[src/rtl/core/lsq_pkg.sv]
// Shared types and constants for the largest ones square finder.
package lsq_pkg;

  localparam int SIZE_W = 11;
  localparam int COLS_W = 11;

  localparam logic [COLS_W-1:0] COLUMNS_RESET = 11'd1024;
  localparam logic [SIZE_W-1:0] SIZE_SAT = '1;

  localparam int QDEPTH = 2;
  localparam int QPTR_W = 1;
  localparam int QCNT_W = 2;

  typedef struct packed {
    logic pixel;
    logic last;
    logic first_row;
    logic first_col;
  } lsq_flags_t;

endpackage

[src/rtl/core/lsq_queue.sv]
// Two-entry queue between the front and back parts.
module lsq_queue import lsq_pkg::*; #(
  parameter int WIDTH = 8
) (
  input  logic             clk,
  input  logic             rst,
  input  logic             push,
  input  logic [WIDTH-1:0] din,
  input  logic             pop,
  output logic [WIDTH-1:0] dout,
  output logic             full,
  output logic             empty
);

  logic [WIDTH-1:0]  slots [QDEPTH];
  logic [QPTR_W-1:0] wr_ptr;
  logic [QPTR_W-1:0] rd_ptr;
  logic [QCNT_W-1:0] count;

  assign full  = (count == QCNT_W'(QDEPTH));
  assign empty = (count == '0);
  assign dout  = slots[rd_ptr];

  always_ff @(posedge clk) begin
    if (push) begin
      slots[wr_ptr] <= din;
    end
  end

  always_ff @(posedge clk) begin
    if (rst) begin
      wr_ptr <= '0;
      rd_ptr <= '0;
      count  <= '0;
    end else begin
      if (push) begin
        wr_ptr <= wr_ptr + 1'b1;
      end
      if (pop) begin
        rd_ptr <= rd_ptr + 1'b1;
      end
      case ({push, pop})
        2'b10:   count <= count + 1'b1;
        2'b01:   count <= count - 1'b1;
        default: count <= count;
      endcase
    end
  end

endmodule

[config.mk]
export PLATFORM = sky130hd
export DESIGN_NAME = lsq_queue
export DESIGN_NICKNAME = d
export VERILOG_FILES = /design/src/rtl/core/lsq_pkg.sv /design/src/rtl/core/lsq_queue.sv
export SDC_FILE = /design/constraint.sdc
export NUM_CORES = 1
export LEC_CHECK = 0
export BUFFER_PORTS_ARGS = -buffer_cell sky130_fd_sc_hd__buf_2
export CAP_MARGIN = 40
export CORE_UTILIZATION = 52
export CTS_CLUSTER_SIZE = 30
export DETAILED_ROUTE_END_ITERATION = 10
export PLACE_DENSITY = 0.86
export REMOVE_ABC_BUFFERS = 1
export SLEW_MARGIN = 10
export SYNTH_ARGS = -nofsm -noshare
export SYNTH_HDL_FRONTEND = slang
export SYNTH_SLANG_ARGS = --single-unit
export TNS_END_PERCENT = 10
[constraint.sdc]
create_clock -name clk -period 1.6 [get_ports clk]
set_input_delay 0.08 -clock clk [delete_from_list [all_inputs] [get_ports clk]]
set_output_delay 0.08 -clock clk [all_outputs]
set_load 0.05 [all_outputs]
# After elaboration in Yosys (flattened, before gate mapping)
# Memory sizes are Yosys's and may differ from the RTL's. A register that Yosys moved wholly into a read port is not among the register bits.
# Index checks and enable logic that the tools add are counted.
[word_totals]
latch_bits = 0
mem_count = 1
input_bits = 12
wordCells = 18
output_inout_bits = 10
rom_bits = 0
ramBits = 16
regBits = 4
[memory_table]
columns = ["memory", "depth", "word_bits", "rd", "rd_ports_with_merged_regs", "wr", "line_no", "source"]
rows = [
  ["slots", 2, 8, 1, 1, 1, "lsq_queue.sv:15", "logic [WIDTH-1:0] slots [QDEPTH];"],
]
[classes]
n_reduce_logical = 2
multipliers = 0
n_mux = 5
n_bitwise = 0
n_addsub = 4
order_cmp = 0
n_shift = 0
div = 0
n_eq_ne = 3
[op_table]
columns = ["cell", "count"]
rows = [
  ["equality test 2 bit, second input constant", 2],
  ["2-to-1 mux 1 bit", 4],
  ["one-hot mux 2 bit (2 select lines)", 1],
  ["adder 1 bit, second input constant", 2],
  ["adder 2 x 1 -> 2 bit, second input constant", 1],
  ["equality test 2 x 1 -> 1 bit, second input constant", 1],
  ["logical NOT 2 bit", 1],
  ["nonzero test 2 bit", 1],
  ["subtractor 2 x 1 -> 2 bit, second input constant", 1],
]

# Logic depth before layout (Yosys ltp)
[logic_depth]
ltp_word = 3
ltp_mapped = 5
ltp_nobuf = 5

# Worst setup path before layout
# No wires, ideal clock.
[synth_path]
path_type = "register to output"
startpoint = "register count[0]"
endpoint = "output port empty"
arrival_ns = 0.991
stages_incl_launch_ff = 2
t_required_ns = 1.520
setup_slack_ns = 0.529
path_buffers = 0
path_cell_list = "dfxtp_1 nor2_1"
[synth_between]
elab_chain_len = 1
[synth_lines]
columns = ["element", "line_no", "source"]
rows = [
  ["start, declared", "lsq_queue.sv:18", "logic [QCNT_W-1:0] count;"],
  ["start signal, assigned", "lsq_queue.sv:43", "2'b10: count <= count + 1'b1;"],
  ["start signal, assigned", "lsq_queue.sv:44", "2'b01: count <= count - 1'b1;"],
  ["start signal, assigned", "lsq_queue.sv:45", "default: count <= count;"],
  ["logical NOT 2 bit", "lsq_queue.sv:21", "assign empty = (count == '0);"],
  ["end, declared", "lsq_queue.sv:12", "output logic empty"],
]
# Every way passes these cells.

==> impl_metrics.yaml <==
setup_path:
  path_cells: "mux2_2 -> buf_2"
  r2r_slack_ns: 0.52
  critPathSlowestCell: "dfxtp_1"
  reg2reg_depth: 1
  critical_path_buf_inv_count: 1
  r2r_end: "slots[1][1]"
  critical_path.top_delay_family: "flip-flops"
  critPathArrivalTime_ns: 1.44
  worstPathRequired_ns: 1.52
  r2r-start: "wr_ptr"
  crit_path_max_fanout: 8
  startpoint_type: "flip-flop"
  critical_path_class: "reg2out"
  slowest_delay_ns: 0.54
  end_kind: "output port"
drt:
  top_layer: "met4"
  drtAntennaViolNets: 0
  vias: 485
  viasPerCell: 5.05
  drt-pass1-iter-count: 3
  drt_iter0_markers: 7
  wl_met1_um: 574
  drt_wl_total_um: 1330
  route.met2.wl_um: 679
  route.detailed.drc: 0
  wl_met3_um: 46
  wire_per_inst_um: 13.9
grt:
  grt_pass1_vias: 469
  gr-total-overflow: 0
  grt_antenna_before_repair: 0
  grt_start_max_net_pins: 12
  globalRouteTotalUtil_pct: 19.3
  grt_pass1_wl_um: 1920
power:
  power.leakage_nw: 0.410
  powerDensity_mw_per_mm2: 1130
  peakVddDrop_mv: 0.759
die:
  core_area_mm2: 0.00135
  dieArea_mm2: 0.00166
  initial_core_util_pct: 57.8
  dieHeight_um: 40.8
  die_x_um: 40.8
  rows: 13
  ios: 22
finish:
  syn_to_final_growth_pct: 31.1
  num_antenna_cells: 0
  fin_nets: 95
  final_core_util_pct: 75.8
  drive_above_1_share_pct: 42.0
  layout_commonest_cell: "buf_2"
  most-common-layout-cells: "buf_2 (21), edfxtp_1 (16), dlygate4sd3_1 (9), mux2_2 (8), nor2_1 (6)"
sta:
  fin_crit_sh_pct: 95.0
  max_clock_freq_mhz: 658
  setup_viol: 0
  rsz0062_at_grt: "false"
  relSlewSlack_pct: 74.1
  finClkSkew_ns: 0.00216
  fin_setup_tns_ns: 0
  finalHoldViolCount: 0
  drv_slew: 0
  finalWorstSetupSlack_ns: 0.0803
  period_needed_ns: 1.52
  tightest_slew_ns: 0.388
synthesis:
  ys_seq_area_share_pct: 74.4
  post-synth-top-area-fraction_pct: 61.5
  synth_edf_count: 16
  ys_ff_latch: 21
  ys_warn_count: 0
  async_reset_ff_share_pct: 0
  synth_area_leaders: "edfxtp_1 (62%), dfxtp_1 (13%), mux2_2 (12%)"
  synth_area_um2: 781
  postSynthCellCount: 47
  ys.flop_type: "edfxtp_1"
  synth_top_area_cell: "edfxtp_1"
  yosysUniqueCellTypes: 14
  avgSynthCellArea_um2: 16.6
hold_path:
  worstHoldPathType: "in2reg"
  hold_path_depth: 3
  min_from: "push"
  holdPathEnd: "wr_ptr"
place:
  dpl.hpwl_um: 907
  portBuffers: 21
  gp_congestion: 0.693
  dpl_worst_slack_ns: 0.413
clock_tree:
  htreeDepth: 1
  ctsRootBufferMaster: "clkbuf_4"
  clock_sinks: 21
  cts_resized: 0
  cts_buffers: 3
  cts.clk_slew.worst_paths_ns: 0.10
  clkLatencyLatePin_ns: 0.29
  cts_buffer_depth: 2
  cts_tree: "done"
flow_run:
  maxCapViolations: 0
outcome:
  status: "finished clean"
timing repair:
item | 4_1_cts | 5_1_grt
hold buffers | 9 | 0
setup endpoints to repair | 0 | 0
setup buffers | 0 | 0
hold endpoints to repair | 19 | 0
layer usage:
| metal | GRT usage (%) | vias to the layer above |
|---|---|---|
| met1 | 21.5 | 230 |
| met4 | 12.5 | 0 |
| li1 | - | 236 |
| met3 | 4.89 | 5 |
| met5 | 0 | - |
| met2 | 32.5 | 14 |
cells in the mapped netlist (3+ instances only):
library cell	count
edfxtp_1	16
mux2_2	8
nor2_1	6
dfxtp_1	5
xnor2_1	3
cells by family after synthesis:
kind of cell | Yosys count | synth area share (%)
AO/OA/AOI/OAI | 2 | 1.28
XOR/XNOR | 4 | 4.49
adder cells (fa/ha/maj) | 1 | 1.60
buffers and inverters | 2 | 1.12
flip-flops | 21 | 74.4
multiplexers | 8 | 11.5
AND/OR/NAND/NOR | 9 | 5.61
report_power, final:
part	internal, mW	switching [mW]
combinational	0.0919	0.170
clock	0.0970	0.146
sequential	0.629	0.0253
total	0.818	0.341
worst min-delay path, delay by kind of cell:
family / cells / cell delay (ns)
xor+xnor: 1 / 0.07
simple gates: 1 / 0.08
buf+inv: 1 / 0.10
sequential cells by signal, indices dropped and copies added, names as in the netlist, named ones only:
signal	flops
wr_ptr	1
count	2
slots	16
rd_ptr	1
per-stage QoR:
stage	area, um^2	power (mW)	std cells	hold WS, ns
after floorplan	776	0.843	46	0.149
after global placement	907	0.899	83	0.268
after detailed placement	907	0.911	83	0.271
after CTS	1020	1.16	96	0.0720
after global routing	1020	1.21	96	0.0645
final	1020	1.16	96	0.0659
final cells by class:
class	instances	area, um^2
inverter	1	3.75
timing repair buffer	31	203
clock buffer	4	26.3
sequential	21	581
tap	15	18.8
fill	87	327
multi-input combinational	24	191
how the worst max path moves through the flow:
stage          endpoint  slack (ns)  cells past startpoint
2_1_floorplan     empty        0.53                      1
6_report        dout[2]        0.08                      2
5_1_grt         dout[6]       0.008                      2
3_3_place_gp    dout[7]        0.42                      2
4_1_cts         dout[4]        0.08                      2
3_5_place_dp    dout[7]        0.41                      2
Note: power is estimated with default switching activity, not from simulation.
