File: config.mk
export PLATFORM = sky130hd
export DESIGN_NAME = lsq_front
export DESIGN_NICKNAME = d
export VERILOG_FILES = /design/src/rtl/core/lsq_pkg.sv /design/src/rtl/core/lsq_front.sv
export SDC_FILE = /design/constraint.sdc
export NUM_CORES = 1
export LEC_CHECK = 0
export ABC_AREA = 1
export BUFFER_PORTS_ARGS = -buffer_cell sky130_fd_sc_hd__buf_4
export CAP_MARGIN = 15
export CORE_ASPECT_RATIO = 1.1
export CORE_MARGIN = 2
export CORE_UTILIZATION = 58
export CTS_CLUSTER_SIZE = 25
export DETAILED_ROUTE_END_ITERATION = 8
export GPL_ROUTABILITY_DRIVEN = 0
export GPL_TIMING_DRIVEN = 1
export MAX_ROUTING_LAYER = met4
export PLACE_DENSITY = 0.83
export SETUP_SLACK_MARGIN = 0.1
export SLEW_MARGIN = 5
export SYNTH_ARGS = -nofsm -noshare
export SYNTH_HDL_FRONTEND = slang
export SYNTH_SLANG_ARGS = --single-unit
File: constraint.sdc
create_clock -name clk -period 3.88 [get_ports clk]
set_input_delay 0.388 -clock clk [delete_from_list [all_inputs] [get_ports clk]]
set_output_delay 0.388 -clock clk [all_outputs]
set_load 0.01 [all_outputs]
File: src/rtl/core/lsq_pkg.sv
// Shared types and constants for the largest ones square finder.
package lsq_pkg;

  localparam int SIZE_W = 11;
  localparam int COLS_W = 11;

  localparam logic [COLS_W-1:0] COLUMNS_RESET = 11'd1024;
  localparam logic [SIZE_W-1:0] SIZE_SAT = '1;

  localparam int QDEPTH = 2;
  localparam int QPTR_W = 1;
  localparam int QCNT_W = 2;

  typedef struct packed {
    logic pixel;
    logic last;
    logic first_row;
    logic first_col;
  } lsq_flags_t;

endpackage

File: src/rtl/core/lsq_front.sv
// Input side: takes pixel items, tracks the raster position and queues classified items.
module lsq_front import lsq_pkg::*; #(
  parameter int MAX_COLS = 1024,
  parameter int MAX_ROWS = 1024,
  parameter int CW = $clog2(MAX_COLS),
  parameter int RW = $clog2(MAX_ROWS),
  parameter int QW = $bits(lsq_flags_t) + CW + RW
) (
  input  logic              clk,
  input  logic              rst,
  input  logic              cfg_wr_en,
  input  logic [COLS_W-1:0] cfg_wr_data,
  input  logic              in_valid,
  output logic              in_ready,
  input  logic              pixel,
  input  logic              frame_last,
  input  logic              q_full,
  input  logic              clearing,
  output logic              q_push,
  output logic [QW-1:0]     q_data
);

  localparam int XW = (COLS_W > CW + 1) ? COLS_W : CW + 1;

  logic [COLS_W-1:0] columns;
  logic [CW-1:0]     col_count;
  logic [RW-1:0]     row_count;
  logic [XW-1:0]     cols_x;
  logic [CW:0]       ncols;
  logic [CW-1:0]     last_col;
  logic [CW-1:0]     col;
  logic              row_end;
  lsq_flags_t        flags;

  always_comb begin
    cols_x = XW'(columns);
    if (columns == '0) begin
      ncols = (CW+1)'(1);
    end else if (cols_x > XW'(MAX_COLS)) begin
      ncols = (CW+1)'(MAX_COLS);
    end else begin
      ncols = cols_x[CW:0];
    end
    last_col = CW'(ncols - 1'b1);
    // A column count left past a shortened row is pinned to its last column.
    col = ({1'b0, col_count} >= ncols) ? last_col : col_count;
    row_end = (col == last_col);
    flags.pixel     = pixel;
    flags.last      = frame_last;
    flags.first_row = (row_count == '0);
    flags.first_col = (col == '0);
  end

  assign in_ready = !q_full && !clearing;
  assign q_push   = in_valid && in_ready;
  assign q_data   = {flags, col, row_count};

  always_ff @(posedge clk) begin
    if (rst) begin
      columns   <= COLUMNS_RESET;
      col_count <= '0;
      row_count <= '0;
    end else begin
      if (cfg_wr_en) begin
        columns <= cfg_wr_data;
      end
      if (q_push) begin
        if (frame_last) begin
          col_count <= '0;
          row_count <= '0;
        end else if (row_end) begin
          col_count <= '0;
          if (row_count != RW'(MAX_ROWS - 1)) begin
            row_count <= row_count + 1'b1;
          end
        end else begin
          col_count <= col + 1'b1;
        end
      end
    end
  end

endmodule

# --- Word level (Yosys, flattened, before mapping) ---
# Index checks and enable logic that the tools add are counted.
totals:
  reg_bits: 31
  in_bits: 19
op_classes:
  n_addsub: 3
  n_lt_le_gt_ge: 2
  n_eq_ne: 2
  n_mux: 8
  reduce_logical: 10
ops:
  columns: ["op", "n"]
  rows:
  - ["10-bit 2-to-1 mux", 6]
  - ["11-bit 2-to-1 mux", 2]
  - ["10-bit by 1-bit adder with 10-bit output (second input constant)", 2]
  - ["10-bit logical NOT", 2]
  - ["10-bit by 11-bit >= comparator with 1-bit output", 1]
  - ["11-bit > comparator (second input constant)", 1]
  - ["11-bit logical NOT", 1]
  - ["10-bit equality test", 1]
  - ["10-bit inequality test (second input constant)", 1]
  - ["10-bit by 1-bit subtractor with 10-bit output (second input constant)", 1]
  - ["2-bit nonzero test", 2]
  - ["3-bit AND reduction", 1]
  - ["1-bit logical AND", 2]
  - ["1-bit logical NOT", 2]

# --- Depth between registers and ports, before layout ---
# Gate-level depths: netlist (run 1).
depth:
  depth_word: 8
  mapped_depth: 28
  mapped_depth_nobuf: 26

# --- Worst setup path after synthesis (run 1) ---
# Ideal clock, no wire load.
synth_timing:
  path_kind: "register to register"
  start: "register columns[4], in the netlist cols_x[4]"
  end: "register col_count[6]"
  setup_time_ps: 134
  arrival_time_ps: 3018
  t_required_ps: 3746
  slack_ps: 728
  stages_incl_launch_ff: 28
  cell_sequence: "dfxtp_1 > nor2_1 > nand3_2 > o21bai_4 > buf_6 > nand2_2 > ha_1 > nand2_1 > inv_1 > nand2_1 > nand2_1 > nand2_1 > nand2_1 > inv_1 > nand3_2 > buf_6 > nand2_1 > o21ai_2 > inv_1 > ha_1 > inv_1 > nor2_1 > nand2_2 > nor2_2 > xor2_1 > inv_1 > nand3_1 > a21oi_1"
synth_via:
  elab_chain_len: 8
synth_lines:
  columns: ["element", "line", "text"]
  rows:
  - ["start, declared", "lsq_front.sv:25", "logic [COLS_W-1:0] columns;"]
  - ["start signal, assigned", "lsq_front.sv:65", "columns <= cfg_wr_data;"]
  - ["11-bit > comparator", "lsq_front.sv:39", "end else if (cols_x > XW'(MAX_COLS)) begin"]
  - ["11-bit 2-to-1 mux", "lsq_front.sv:39", null]
  - ["11-bit 2-to-1 mux (*)", "lsq_front.sv:37", "if (columns == '0) begin"]
  - ["10-bit by 1-bit subtractor with 10-bit output / 10-bit by 11-bit >= comparator with 1-bit output (equally long branches)", "lsq_front.sv:44, lsq_front.sv:46", null]
  - ["10-bit 2-to-1 mux (*)", "lsq_front.sv:46", "col = ({1'b0, col_count} >= ncols) ? last_col : col_count;"]
  - ["net q_data[10]", "lsq_front.sv:20", "output logic [QW-1:0] q_data"]
  - ["10-bit by 1-bit adder with 10-bit output / 10-bit equality test (equally long branches)", "lsq_front.sv:77, lsq_front.sv:47", null]
  - ["10-bit 2-to-1 mux (*)", "lsq_front.sv:71", "end else if (row_end) begin"]
  - ["10-bit 2-to-1 mux (*)", "lsq_front.sv:68", "if (frame_last) begin"]
  - ["end signal, assigned", "lsq_front.sv:77", "col_count <= col + 1'b1;"]
  - ["end, declared", "lsq_front.sv:26", "logic [CW-1:0] col_count;"]
# The timed path passes the listed nets; every way through them passes the cells marked *.
# A chain may end at the register's enable or synchronous reset.

# --- Worst setup path after layout (run 1) ---
layout_timing:
  start: "register columns[5], in the netlist cols_x[5]"
  end: "output q_data[20]"
layout_via:
  elab_chain_len: 6
layout_lines:
  columns: ["element", "line", "text"]
  rows:
  - ["11-bit > comparator", "lsq_front.sv:39", null]
  - ["11-bit 2-to-1 mux", "lsq_front.sv:39", null]
  - ["11-bit 2-to-1 mux (*)", "lsq_front.sv:37", null]
  - ["10-bit by 1-bit subtractor with 10-bit output / 10-bit by 11-bit >= comparator with 1-bit output (equally long branches)", "lsq_front.sv:44, lsq_front.sv:46", null]
  - ["10-bit 2-to-1 mux (*)", "lsq_front.sv:46", null]
  - ["10-bit logical NOT (*)", "lsq_front.sv:51", "flags.first_col = (col == '0);"]
  - ["end, declared", "lsq_front.sv:20", null]
# Mark *: on every way between the ends. The rest lies on a longest branch, timed or not.

==> results of run 1 <==
layout by cell type, fill, tap and decap left out, types with 4 or more instances in the layout:
| master | synthesis | routed |
|---|---|---|
| a21oi_1 | 24 | 23 |
| a21oi_2 | 3 | 4 |
| buf_4 | 4 | 52 |
| clkbuf_8 | 0 | 5 |
| dfxtp_1 | 31 | 29 |
| ha_1 | 15 | 15 |
| inv_1 | 58 | 57 |
| nand2_1 | 95 | 94 |
| nand2_2 | 16 | 17 |
| nand3_1 | 45 | 45 |
| nand3_2 | 10 | 10 |
| nand4_1 | 14 | 14 |
| nor2_1 | 53 | 47 |
| nor2_2 | 3 | 9 |
| nor2_4 | 4 | 4 |
| nor3_1 | 8 | 5 |
| o21ai_0 | 18 | 18 |
| o21ai_2 | 4 | 4 |
| xor2_1 | 8 | 8 |
logic make-up (layout without fill, tap and decap cells):
kind of cell	count (synthesis)	count (layout)
AND/OR/NAND/NOR	259	260
adder cells (fa/ha/maj)	15	15
XOR/XNOR	8	8
buffers and inverters	79	125
flip-flops	31	31
AO/OA/AOI/OAI	55	56
state kept, by name (all words and copies together), names as in the netlist:
signal / cells
cols_x: 11
col_count: 10
row_count: 10
what timing repair did:
item,CTS,global route
cloned,1,2
pin swaps,1,6
endpoints found under the setup margin,1,6
endpoints found under the hold margin,0,0
setup buffers,0,9
resized for setup,3,17
metrics by stage:
step	worst slack, ns	cell area [sq um]	util
floorplan	0.7281	2815	-
global placement	0.4752	3107	0.6678
detailed placement	0.3329	3107	0.6678
CTS	0.1588	3217	0.6915
global route	0.04124	3372	0.7249
finish	0.2400	3372	0.7249
critical path: cells and delay by family (launching register included):
kind            cells  cell delay, ns
fa+ha+maj           1            0.30
compound gates      1            0.21
buf+inv             5            0.60
flops               1            0.36
simple gates       11            1.45
power by group:
part / total [mW] / switching (mW) / internal [mW]
registers: 0.344 / 0.0154 / 0.329
logic: 0.444 / 0.269 / 0.174
clock network: 0.264 / 0.139 / 0.125
worst min path at each step:
| stage | start | end | slack [ns] | cells after the start |
|---|---|---|---|---|
| 3_3_place_gp | col_count[5] | col_count[5] | 0.50 | 2 |
| 2_1_floorplan | col_count[5] | col_count[5] | 0.46 | 2 |
| 4_1_cts | cfg_wr_data[0] | cols_x[0] | 0.30 | 3 |
| 5_1_grt | cfg_wr_data[2] | cols_x[2] | 0.31 | 3 |
| 3_5_place_dp | col_count[5] | col_count[5] | 0.51 | 2 |
| 6_report | cfg_wr_data[0] | cols_x[0] | 0.30 | 3 |
Yosys cell counts (4+ instances only):
master,count
nor2_1,53
a21oi_1,24
nor2_4,4
dfxtp_1,31
buf_4,4
nand3_1,45
xor2_1,8
ha_1,15
o21ai_2,4
o21ai_0,18
nand2_1,95
nand4_1,14
nand3_2,10
nand2_2,16
nor3_1,8
inv_1,58
clkbuf_1,5
metal layers:
metal / vias to the layer above / track usage / part of all wire
met3: 38 / 0.05256 / 0.054
met4: 0 / 0.1654 / 0.039
met2: 130 / 0.4566 / 0.48
li1: 1549 / - / -
met1: 1409 / 0.3600 / 0.43
met5: - / - / 0
layout make-up:
type / count / area share
Clock inverter: 2 / 0.003711
Multi-Input combinational cell: 339 / 0.5699
Inverter: 63 / 0.07161
Clock buffer: 6 / 0.02152
Tap cell: 56 / 0.02078
Timing Repair Buffer: 54 / 0.1276
Sequential cell: 31 / 0.1848
==> results.yml, run 1 <==
run_status:
  status: "complete, no violations"
logic_synthesis:
  synthesis.instances: 447
  number_of_enable_type_register_cells_in_the_synthesized_netlist: 0
  synth_compound_gate_area_share: 0.1147
  ys_seq_elements: 31
  synth_area_sq_mm: 0.002815
  yosysTopAreaCellShare: 0.2204
  synth_flop_cell: "dfxtp_1"
  synth.net_count: 481
  postSynth.asyncResetShare: 0
  adder_and_majority_gate_portion_of_the_synthesized_area: 0.06667
  synth_top_family_by_area: "simple AND/OR/NAND/NOR gates"
  synth_area_per_inst_sq_um: 6.298
  synth-xor-area-share: 0.02489
  netlist-cell-type-count: 35
  yosysTopAreaCell: "dfxtp_1"
  seq_area_frac_synth: 0.2204
  synth_top_cells_by_area: "dfxtp_1 22%, nand2_1 13%, nand3_1 8.0%, inv_1 7.7%, nor2_1 7.1%"
  yosys.area_share.simple: 0.4533
  multiplexer_area_fraction_after_synthesis: 0
  yosysWarningCount: 0
timing:
  setup-violations-final: 0
  accumulated_negative_setup_slack_ns: 0
  post-route-min-period_ns: 3.640
  min_period_over_period: 0.9382
  finalHoldWorstSlack_ns: 0.3019
  max-slew-margin-rel: 0.5702
  worst-slew-pin-transition_ns: 0.6416
  slew_viol_final: 0
  timing.final.hold_violations: 0
  skew_ns: 0.01736
  max_freq_mhz: 274.7
  rsz_0062_raised_after_global_routing: "false"
cells_and_area:
  filler_cell_count: 392
  area.sequential_sq_um: 623.1
  antenna_cells_inserted: 0
  fin_cells: 551
  layout-area-overhead-vs-synth_pct: 19.78
  final_layout_size_suffix_gt1_frac: 0.2545
  layout.nets: 528
  multi_input_gate_area_sq_mm: 0.001922
placement:
  dpl.cell_count: 530
  buffer_ports.inserted: 42
  dp.final_hpwl_microns: 5545
global_routing:
  grt_pass1_wl_microns: 12710
  grt_pass1_vias: 2845
  global_route.usage.total: 0.2949
  overflow: 0
  grt_start_max_net_pins: 22
  antenna_violations_before_repair: 0
worst_setup_path:
  rr_endpoint: "col_count[3]"
  crit_fanout: 7
  reg2reg_depth: 21
  timing.setup.critical_path_class: "register to output pin"
  crit_path_end: "q_data[20]"
  timing.rr.start: "cols_x[5]"
  critical_path_arrival_ns: 3.25
  ff2ff_setup_slack_ns: 0.32
  endpoint_kind: "output pin"
  path_cells: "nor2_2, nand3_2, o21bai_4, buf_4, nand2_2, ha_1, nand2_1, nor3_2, nand3b_1, nand3_4, buf_8, nor2_2, inv_1, nand2_2, inv_1, nand4_1, nor3_2, buf_4"
  start_point_of_the_critical_path: "cols_x[5]"
  timing.critical_path.required_ns: 3.49
  max_stage_delay_ns: 0.36
  crit_slowest_cell: "dfxtp_2"
  crit_path_start_kind: "register"
routing:
  drt_first_iter_violations: 255
  drc: 0
  drt_pass1_iterations: 5
  wl_per_instance_microns: 14.25
  detail-route-antenna-nets: 0
  finalWirelength_microns: 7852
  routed-via-count: 3126
  routed_via_density: 5.673
cts:
  tritoncts_num_sinks: 31
  cts-htree-levels: 2
  cts_made_buffers: 5
  cts_tree: "done"
  cts-root-buf: "clkbuf_8"
  clk_latency_worst_skew_pair_ns: 0.30
  clk_transition_reported_paths_ns: 0.09
  cts.hold.buffers_added: 0
  cts_buffer_depth: 2
power_and_ir_drop:
  max-vdd-ir-drop_v: 0.0002535
  finalPower_mw: 1.052
  cell_pwr_density_mw_per_mm2: 312.1
  static-leakage-power_nw: 1.629
die:
  ios: 45
  floorplan.core_area_sq_mm: 0.004652
  die-width_microns: 70.43
  std_cell_rows: 26
  floorplan.die_area_sq_mm: 0.005428
  vertical_die_dimension_microns: 77.07
  floorplan.initialDensity: 0.6052
worst_hold_path:
  worstHoldPathType: "input port to register"
job:
  timing.max_cap.violations: 0
Note: power is estimated with default switching activity, not from simulation.
==> run 2, diff against run 1 <==
Clock period 3.88 ns to 3.8 ns, I/O delays scaled along.
==> results.yml, run 2 (synthesis gave the netlist of run 1 again) <==
run_status:
  status: "complete, no violations"
job:
  timing.max_cap.violations: 0
power_and_ir_drop:
  cell_pwr_density_mw_per_mm2: 320.2
  static-leakage-power_nw: 1.583
  max-vdd-ir-drop_v: 0.0002624
timing:
  rsz_0062_raised_after_global_routing: "true"
  setup-violations-final: 0
  post-route-min-period_ns: 3.500
  min_period_over_period: 0.9210
  timing.final.hold_violations: 0
  max_freq_mhz: 285.7
  skew_ns: 0.01486
  slew_viol_final: 0
  worst-slew-pin-transition_ns: 0.4620
  max-slew-margin-rel: 0.6888
  accumulated_negative_setup_slack_ns: 0
die:
  vertical_die_dimension_microns: 77.07
  std_cell_rows: 26
  floorplan.initialDensity: 0.6052
  floorplan.die_area_sq_mm: 0.005428
  ios: 45
  floorplan.core_area_sq_mm: 0.004652
  die-width_microns: 70.43
worst_setup_path:
  reg2reg_depth: 23
  timing.critical_path.required_ns: 3.42
  ff2ff_setup_slack_ns: 0.42
  path_cells: "nor2_2, nand3_2, o21bai_4, buf_4, nand2_2, ha_1, nand2_1, nor3_1, nand3b_1, nand3_4, buf_12, nor2_2, inv_1, nand2_2, inv_1, nand4_1, nor3_2, buf_4"
  timing.critical_path.max_delay_family: "simple AND/OR/NAND/NOR gates"
  crit_fanout: 8
  endpoint_kind: "output pin"
  timing.setup.critical_path_class: "register to output pin"
  max_stage_delay_ns: 0.36
  critical_path_arrival_ns: 3.12
  crit_slowest_cell: "dfxtp_2"
  timing.rr.start: "cols_x[5]"
  timing.critical_path.buf_inv: 5
  rr_endpoint: "col_count[8]"
  crit_path_start_kind: "register"
  worst-path-stages: 18
global_routing:
  grt_pass1_wl_microns: 12440
  grt_pass1_vias: 2828
  antenna_violations_before_repair: 0
  overflow: 0
  grt_start_max_net_pins: 22
  global_route.usage.total: 0.2890
routing:
  routed-via-count: 3102
  drt_first_iter_violations: 206
  drt_pass1_iterations: 5
  detail-route-antenna-nets: 0
  drc: 0
  routed_via_density: 5.713
  finalWirelength_microns: 7578
  wl_per_instance_microns: 13.96
cells_and_area:
  layout-area-overhead-vs-synth_pct: 17.51
  mostFrequentLayoutCells: "93 x nand2_1, 58 x inv_1, 50 x nor2_1"
  filler_cell_count: 410
  multi_input_gate_area_sq_mm: 0.001898
  largest_reg_flops: 11
  fin_cells: 543
  finished_layout_cell_area_sq_mm: 0.003308
  layout.nets: 520
  antenna_cells_inserted: 0
  area.sequential_sq_um: 626.9
  mostFrequentLayoutCell: "nand2_1"
  final_layout_size_suffix_gt1_frac: 0.2382
cts:
  cts-htree-levels: 2
  tritoncts_num_sinks: 31
  cts.hold.buffers_added: 0
  cts_buffer_depth: 2
  cts_tree: "done"
  cts-root-buf: "clkbuf_8"
  cts_made_buffers: 5
  clk_transition_reported_paths_ns: 0.08
  clk_latency_worst_skew_pair_ns: 0.31
placement:
  dpl.cell_count: 530
  dp.final_hpwl_microns: 5532
  placed_area_sq_mm: 0.003107
  buffer_ports.inserted: 42
worst_hold_path:
  worst_hold_path.endpoint: "cols_x[10]"
  worstHoldPathType: "input port to register"
  worst_hold_launch: "cfg_wr_data[10]"
  hold_depth: 3
run 2: cell count changes in the layout (fill, tap and decap cells not counted), moves of 3 or more:
cell and delta:
nor2_2 -3, nor2_1 +3, dfxtp_1 -3, buf_4 -7, dfxtp_2 +3
run 2: worst max path at each step:
| stage | start | end | slack (ns) |
|---|---|---|---|
| global route | cols_x[5] | q_data[20] | 0.07 |
| floorplan | cols_x[4] | col_count[6] | 0.65 |
| global placement | cols_x[4] | q_data[20] | 0.45 |
| finish | cols_x[5] | q_data[20] | 0.30 |
| detailed placement | cols_x[4] | q_data[20] | 0.37 |
| CTS | cols_x[4] | q_data[20] | 0.13 |
run 2: per-stage QoR:
| stage | setup WS [ns] | hold WS, ns | total power, mW | utilization |
|---|---|---|---|---|
| after global placement | 0.4452 | 0.5024 | 0.7367 | 0.6678 |
| after detailed placement | 0.3740 | 0.5082 | 0.7444 | 0.6678 |
| after CTS | 0.1314 | 0.2990 | 1.015 | 0.6893 |
| after floorplan | 0.6481 | 0.4627 | 0.6463 | - |
| final | 0.3001 | 0.2885 | 1.059 | 0.7111 |
| after global routing | 0.07273 | 0.3281 | 1.111 | 0.7111 |
run 2: layer usage:
metal / GRT usage / part of all wire / up-vias
met1: 0.3277 / 0.42 / 1431
li1: - / - / 1522
met2: 0.4934 / 0.49 / 120
met5: - / 0 / -
met3: 0.04862 / 0.058 / 29
met4: 0.1327 / 0.038 / 0
run 2: area by class of cell:
class	count	share of cell area
tap	56	0.02118
clock buffer	6	0.02194
timing repair buffer	48	0.1169
inverter	63	0.07300
sequential	31	0.1895
clock inverter	2	0.003782
multi-input combinational	337	0.5738
run 2: power by group:
group          internal [mW]  total, mW  leakage (nW)  switching (mW)
Sequential             0.336      0.351         0.254          0.0150
Clock                  0.128      0.273        0.0412           0.145
Combinational          0.166      0.435          1.29           0.269
run 2: tightest hold or removal path, delay by kind of cell:
family                 cells  cell delay, ns
buffers and inverters      1            0.07
AO/OA/AOI/OAI              2            0.11
run 2: what timing repair did:
item / CTS / global route
endpoints found under the hold margin: 0 / 0
buffers inserted: 2 / 1
pin swaps: 1 / 5
gates cloned: 0 / 1
setup endpoints to repair: 1 / 6
gates resized for setup: 1 / 20
==> run 3, diff against run 2 <==
Settings changed: CORE_UTILIZATION 58 to 52, PLACE_DENSITY 0.83 to 0.79, SETUP_SLACK_MARGIN 0.1 to 0.02.
Clock period 3.8 ns to 3.1 ns, I/O delays scaled along.
==> results.yml, run 3 (synthesis gave the netlist of run 1 again) <==
run_status:
  status: "finished, violations left"
  violations: "setup timing"
cells_and_area:
  largest_reg_flops: 11
  finished_layout_cell_area_sq_mm: 0.004265
  mostFrequentLayoutCell: "nand2_1"
  filler_cell_count: 307
  final_layout_size_suffix_gt1_frac: 0.4383
  final_core_utilization: 0.8063
  layout.nets: 576
  layout-area-overhead-vs-synth_pct: 51.51
  antenna_cells_inserted: 0
  mostFrequentLayoutCells: "77 x nand2_1, 75 x buf_4, 47 x inv_1"
routing:
  drt_pass1_iterations: 6
  wl_per_instance_microns: 19.13
  finalWirelength_microns: 11820
  drc: 0
  drt_first_iter_violations: 522
  detail-route-antenna-nets: 0
  routed_via_density: 6.167
  routed-via-count: 3811
power_and_ir_drop:
  cell_pwr_density_mw_per_mm2: 402.3
  p_int_uw: 1000
  p_seq_frac: 0.250
  clockPowerShare: 0.227
  static-leakage-power_nw: 1.966
  share_comb_of_total_power: 0.522
  max-vdd-ir-drop_v: 0.0002340
  sw_frac_of_total: 0.4172
  switching_power_total_uw: 715.9
worst_setup_path:
  crit_fanout: 5
  max_stage_delay_ns: 0.34
  timing.critical_path.required_ns: 3.28
  crit_slowest_cell: "dfxtp_2"
  timing.critical_path.mode_cell: "nor2_4"
  crit_path_start_kind: "register"
  timing.setup.critical_path_class: "register to register"
  critical_path_arrival_ns: 3.65
  endpoint_kind: "register"
  path_cells: "nor2_4, nand3_4, buf_4, o21bai_4, nand2_2, ha_4, nand2_2, nor3_2, nand3b_1, nand3_4, buf_6, o21ai_4, buf_4, buf_6, inv_4, ha_1, inv_2, nor2_4, nand2_4, nor2_4, xor2_1, inv_1, nand3_2, a21oi_1"
cts:
  cts-root-buf: "clkbuf_8"
  cts-htree-levels: 2
  cts_buffer_depth: 2
  cts_tree: "done"
  cts.hold.buffers_added: 0
  cts_made_buffers: 5
  clk_latency_worst_skew_pair_ns: 0.30
  clk_transition_reported_paths_ns: 0.08
  tritoncts_num_sinks: 31
timing:
  min_period_over_period: 1.120
  setup-violations-final: 31
  setup_slack_of_the_critical_path_after_layout_ns: -0.3714
  slew_viol_final: 0
  max-slew-margin-rel: 0.6501
  timing.final.hold_violations: 0
  max_freq_mhz: 288.1
  post-route-min-period_ns: 3.471
  finalHoldWorstSlack_ns: 0.2323
  rsz_0062_raised_after_global_routing: "true"
  worst-slew-pin-transition_ns: 0.5243
  skew_ns: 0.01442
global_routing:
  grt_pass1_vias: 3112
  grt_start_max_net_pins: 22
  global_route.usage.total: 0.3146
  grt_pass1_wl_microns: 14430
  overflow: 0
  antenna_violations_before_repair: 0
die:
  ios: 45
  std_cell_rows: 28
  floorplan.core_area_sq_mm: 0.005290
  floorplan.initialDensity: 0.5322
  floorplan.die_area_sq_mm: 0.006019
  die-width_microns: 74.16
  vertical_die_dimension_microns: 81.17
placement:
  dp.final_hpwl_microns: 5776
  buffer_ports.inserted: 42
  placed_area_sq_mm: 0.003328
job:
  timing.max_cap.violations: 0
worst_hold_path:
  worstHoldPathType: "input port to register"
run 3: changes by cell type in the layout (fill, tap and decap cells not counted), sizes merged:
cell / change
clkinv: -1
buf: +54
nor2: +1
nand2: +1
o21bai: +1
run 3: final cells by class:
type                       instances  area, sq um  share of cell area
clock buffer                       7        96.34             0.02259
clock inverter                     1        7.507            0.001760
inverter                          63        246.5             0.05779
multi-input combinational        340         2323              0.5447
sequential                        31        630.6              0.1478
tap                               75        93.84             0.02200
timing repair buffer             101        867.1              0.2033
run 3: path summary, 6_finish.rpt:
kind                   from      endpoint  slack [ns]  cells past startpoint
max reg2reg       cols_x[7]  col_count[6]       -0.37                     24
min reg2reg       cols_x[0]     cols_x[0]        0.54                      2
min          cfg_wr_data[7]     cols_x[7]        0.23                      3
max               cols_x[7]  col_count[6]       -0.37                     24
run 3: routing by layer:
metal	up-vias	global-route usage	part of all wire
met5	-	-	0
met4	0	0.1036	0.079
met3	125	0.04467	0.093
met2	299	0.5438	0.47
met1	1734	0.3725	0.35
li1	1653	-	-
run 3: power groups by stage:
| stage | registers [mW] | clock network (mW) | logic, mW |
|---|---|---|---|
| finish | 0.430 | 0.390 | 0.896 |
| global route | 0.431 | 0.396 | 0.940 |
| CTS | 0.426 | 0.379 | 0.660 |
| detailed placement | 0.431 | 0 | 0.534 |
| global placement | 0.431 | 0 | 0.523 |
| floorplan | 0.433 | 0 | 0.361 |
run 3: repair_timing:
action	CTS	global route
cloned	1	2
endpoints found under the setup margin	31	31
buffers inserted	23	11
gates resized for setup	50	91
pin swaps	26	43
hold endpoints to repair	0	0
run 3: critical path: cells and delay by family (launching register included):
kind	cells	cell delay, ns
adder cells (fa/ha/maj)	2	0.44
buffers and inverters	7	0.72
flip-flops	1	0.34
XOR/XNOR	1	0.19
AND/OR/NAND/NOR	11	1.32
AO/OA/AOI/OAI	3	0.30
run 3: metrics by stage:
stage | worst slack (ns) | TNS, ns | power (mW) | cells
4_1_cts | -0.1877 | -1.117 | 1.465 | 607
3_3_place_gp | 0.03672 | 0 | 0.9535 | 575
6_report | -0.3714 | -6.003 | 1.716 | 618
2_1_floorplan | 0.04392 | 0 | 0.7942 | 447
5_1_grt | -0.5201 | -9.994 | 1.767 | 618
3_5_place_dp | -0.1351 | -2.107 | 0.9653 | 575
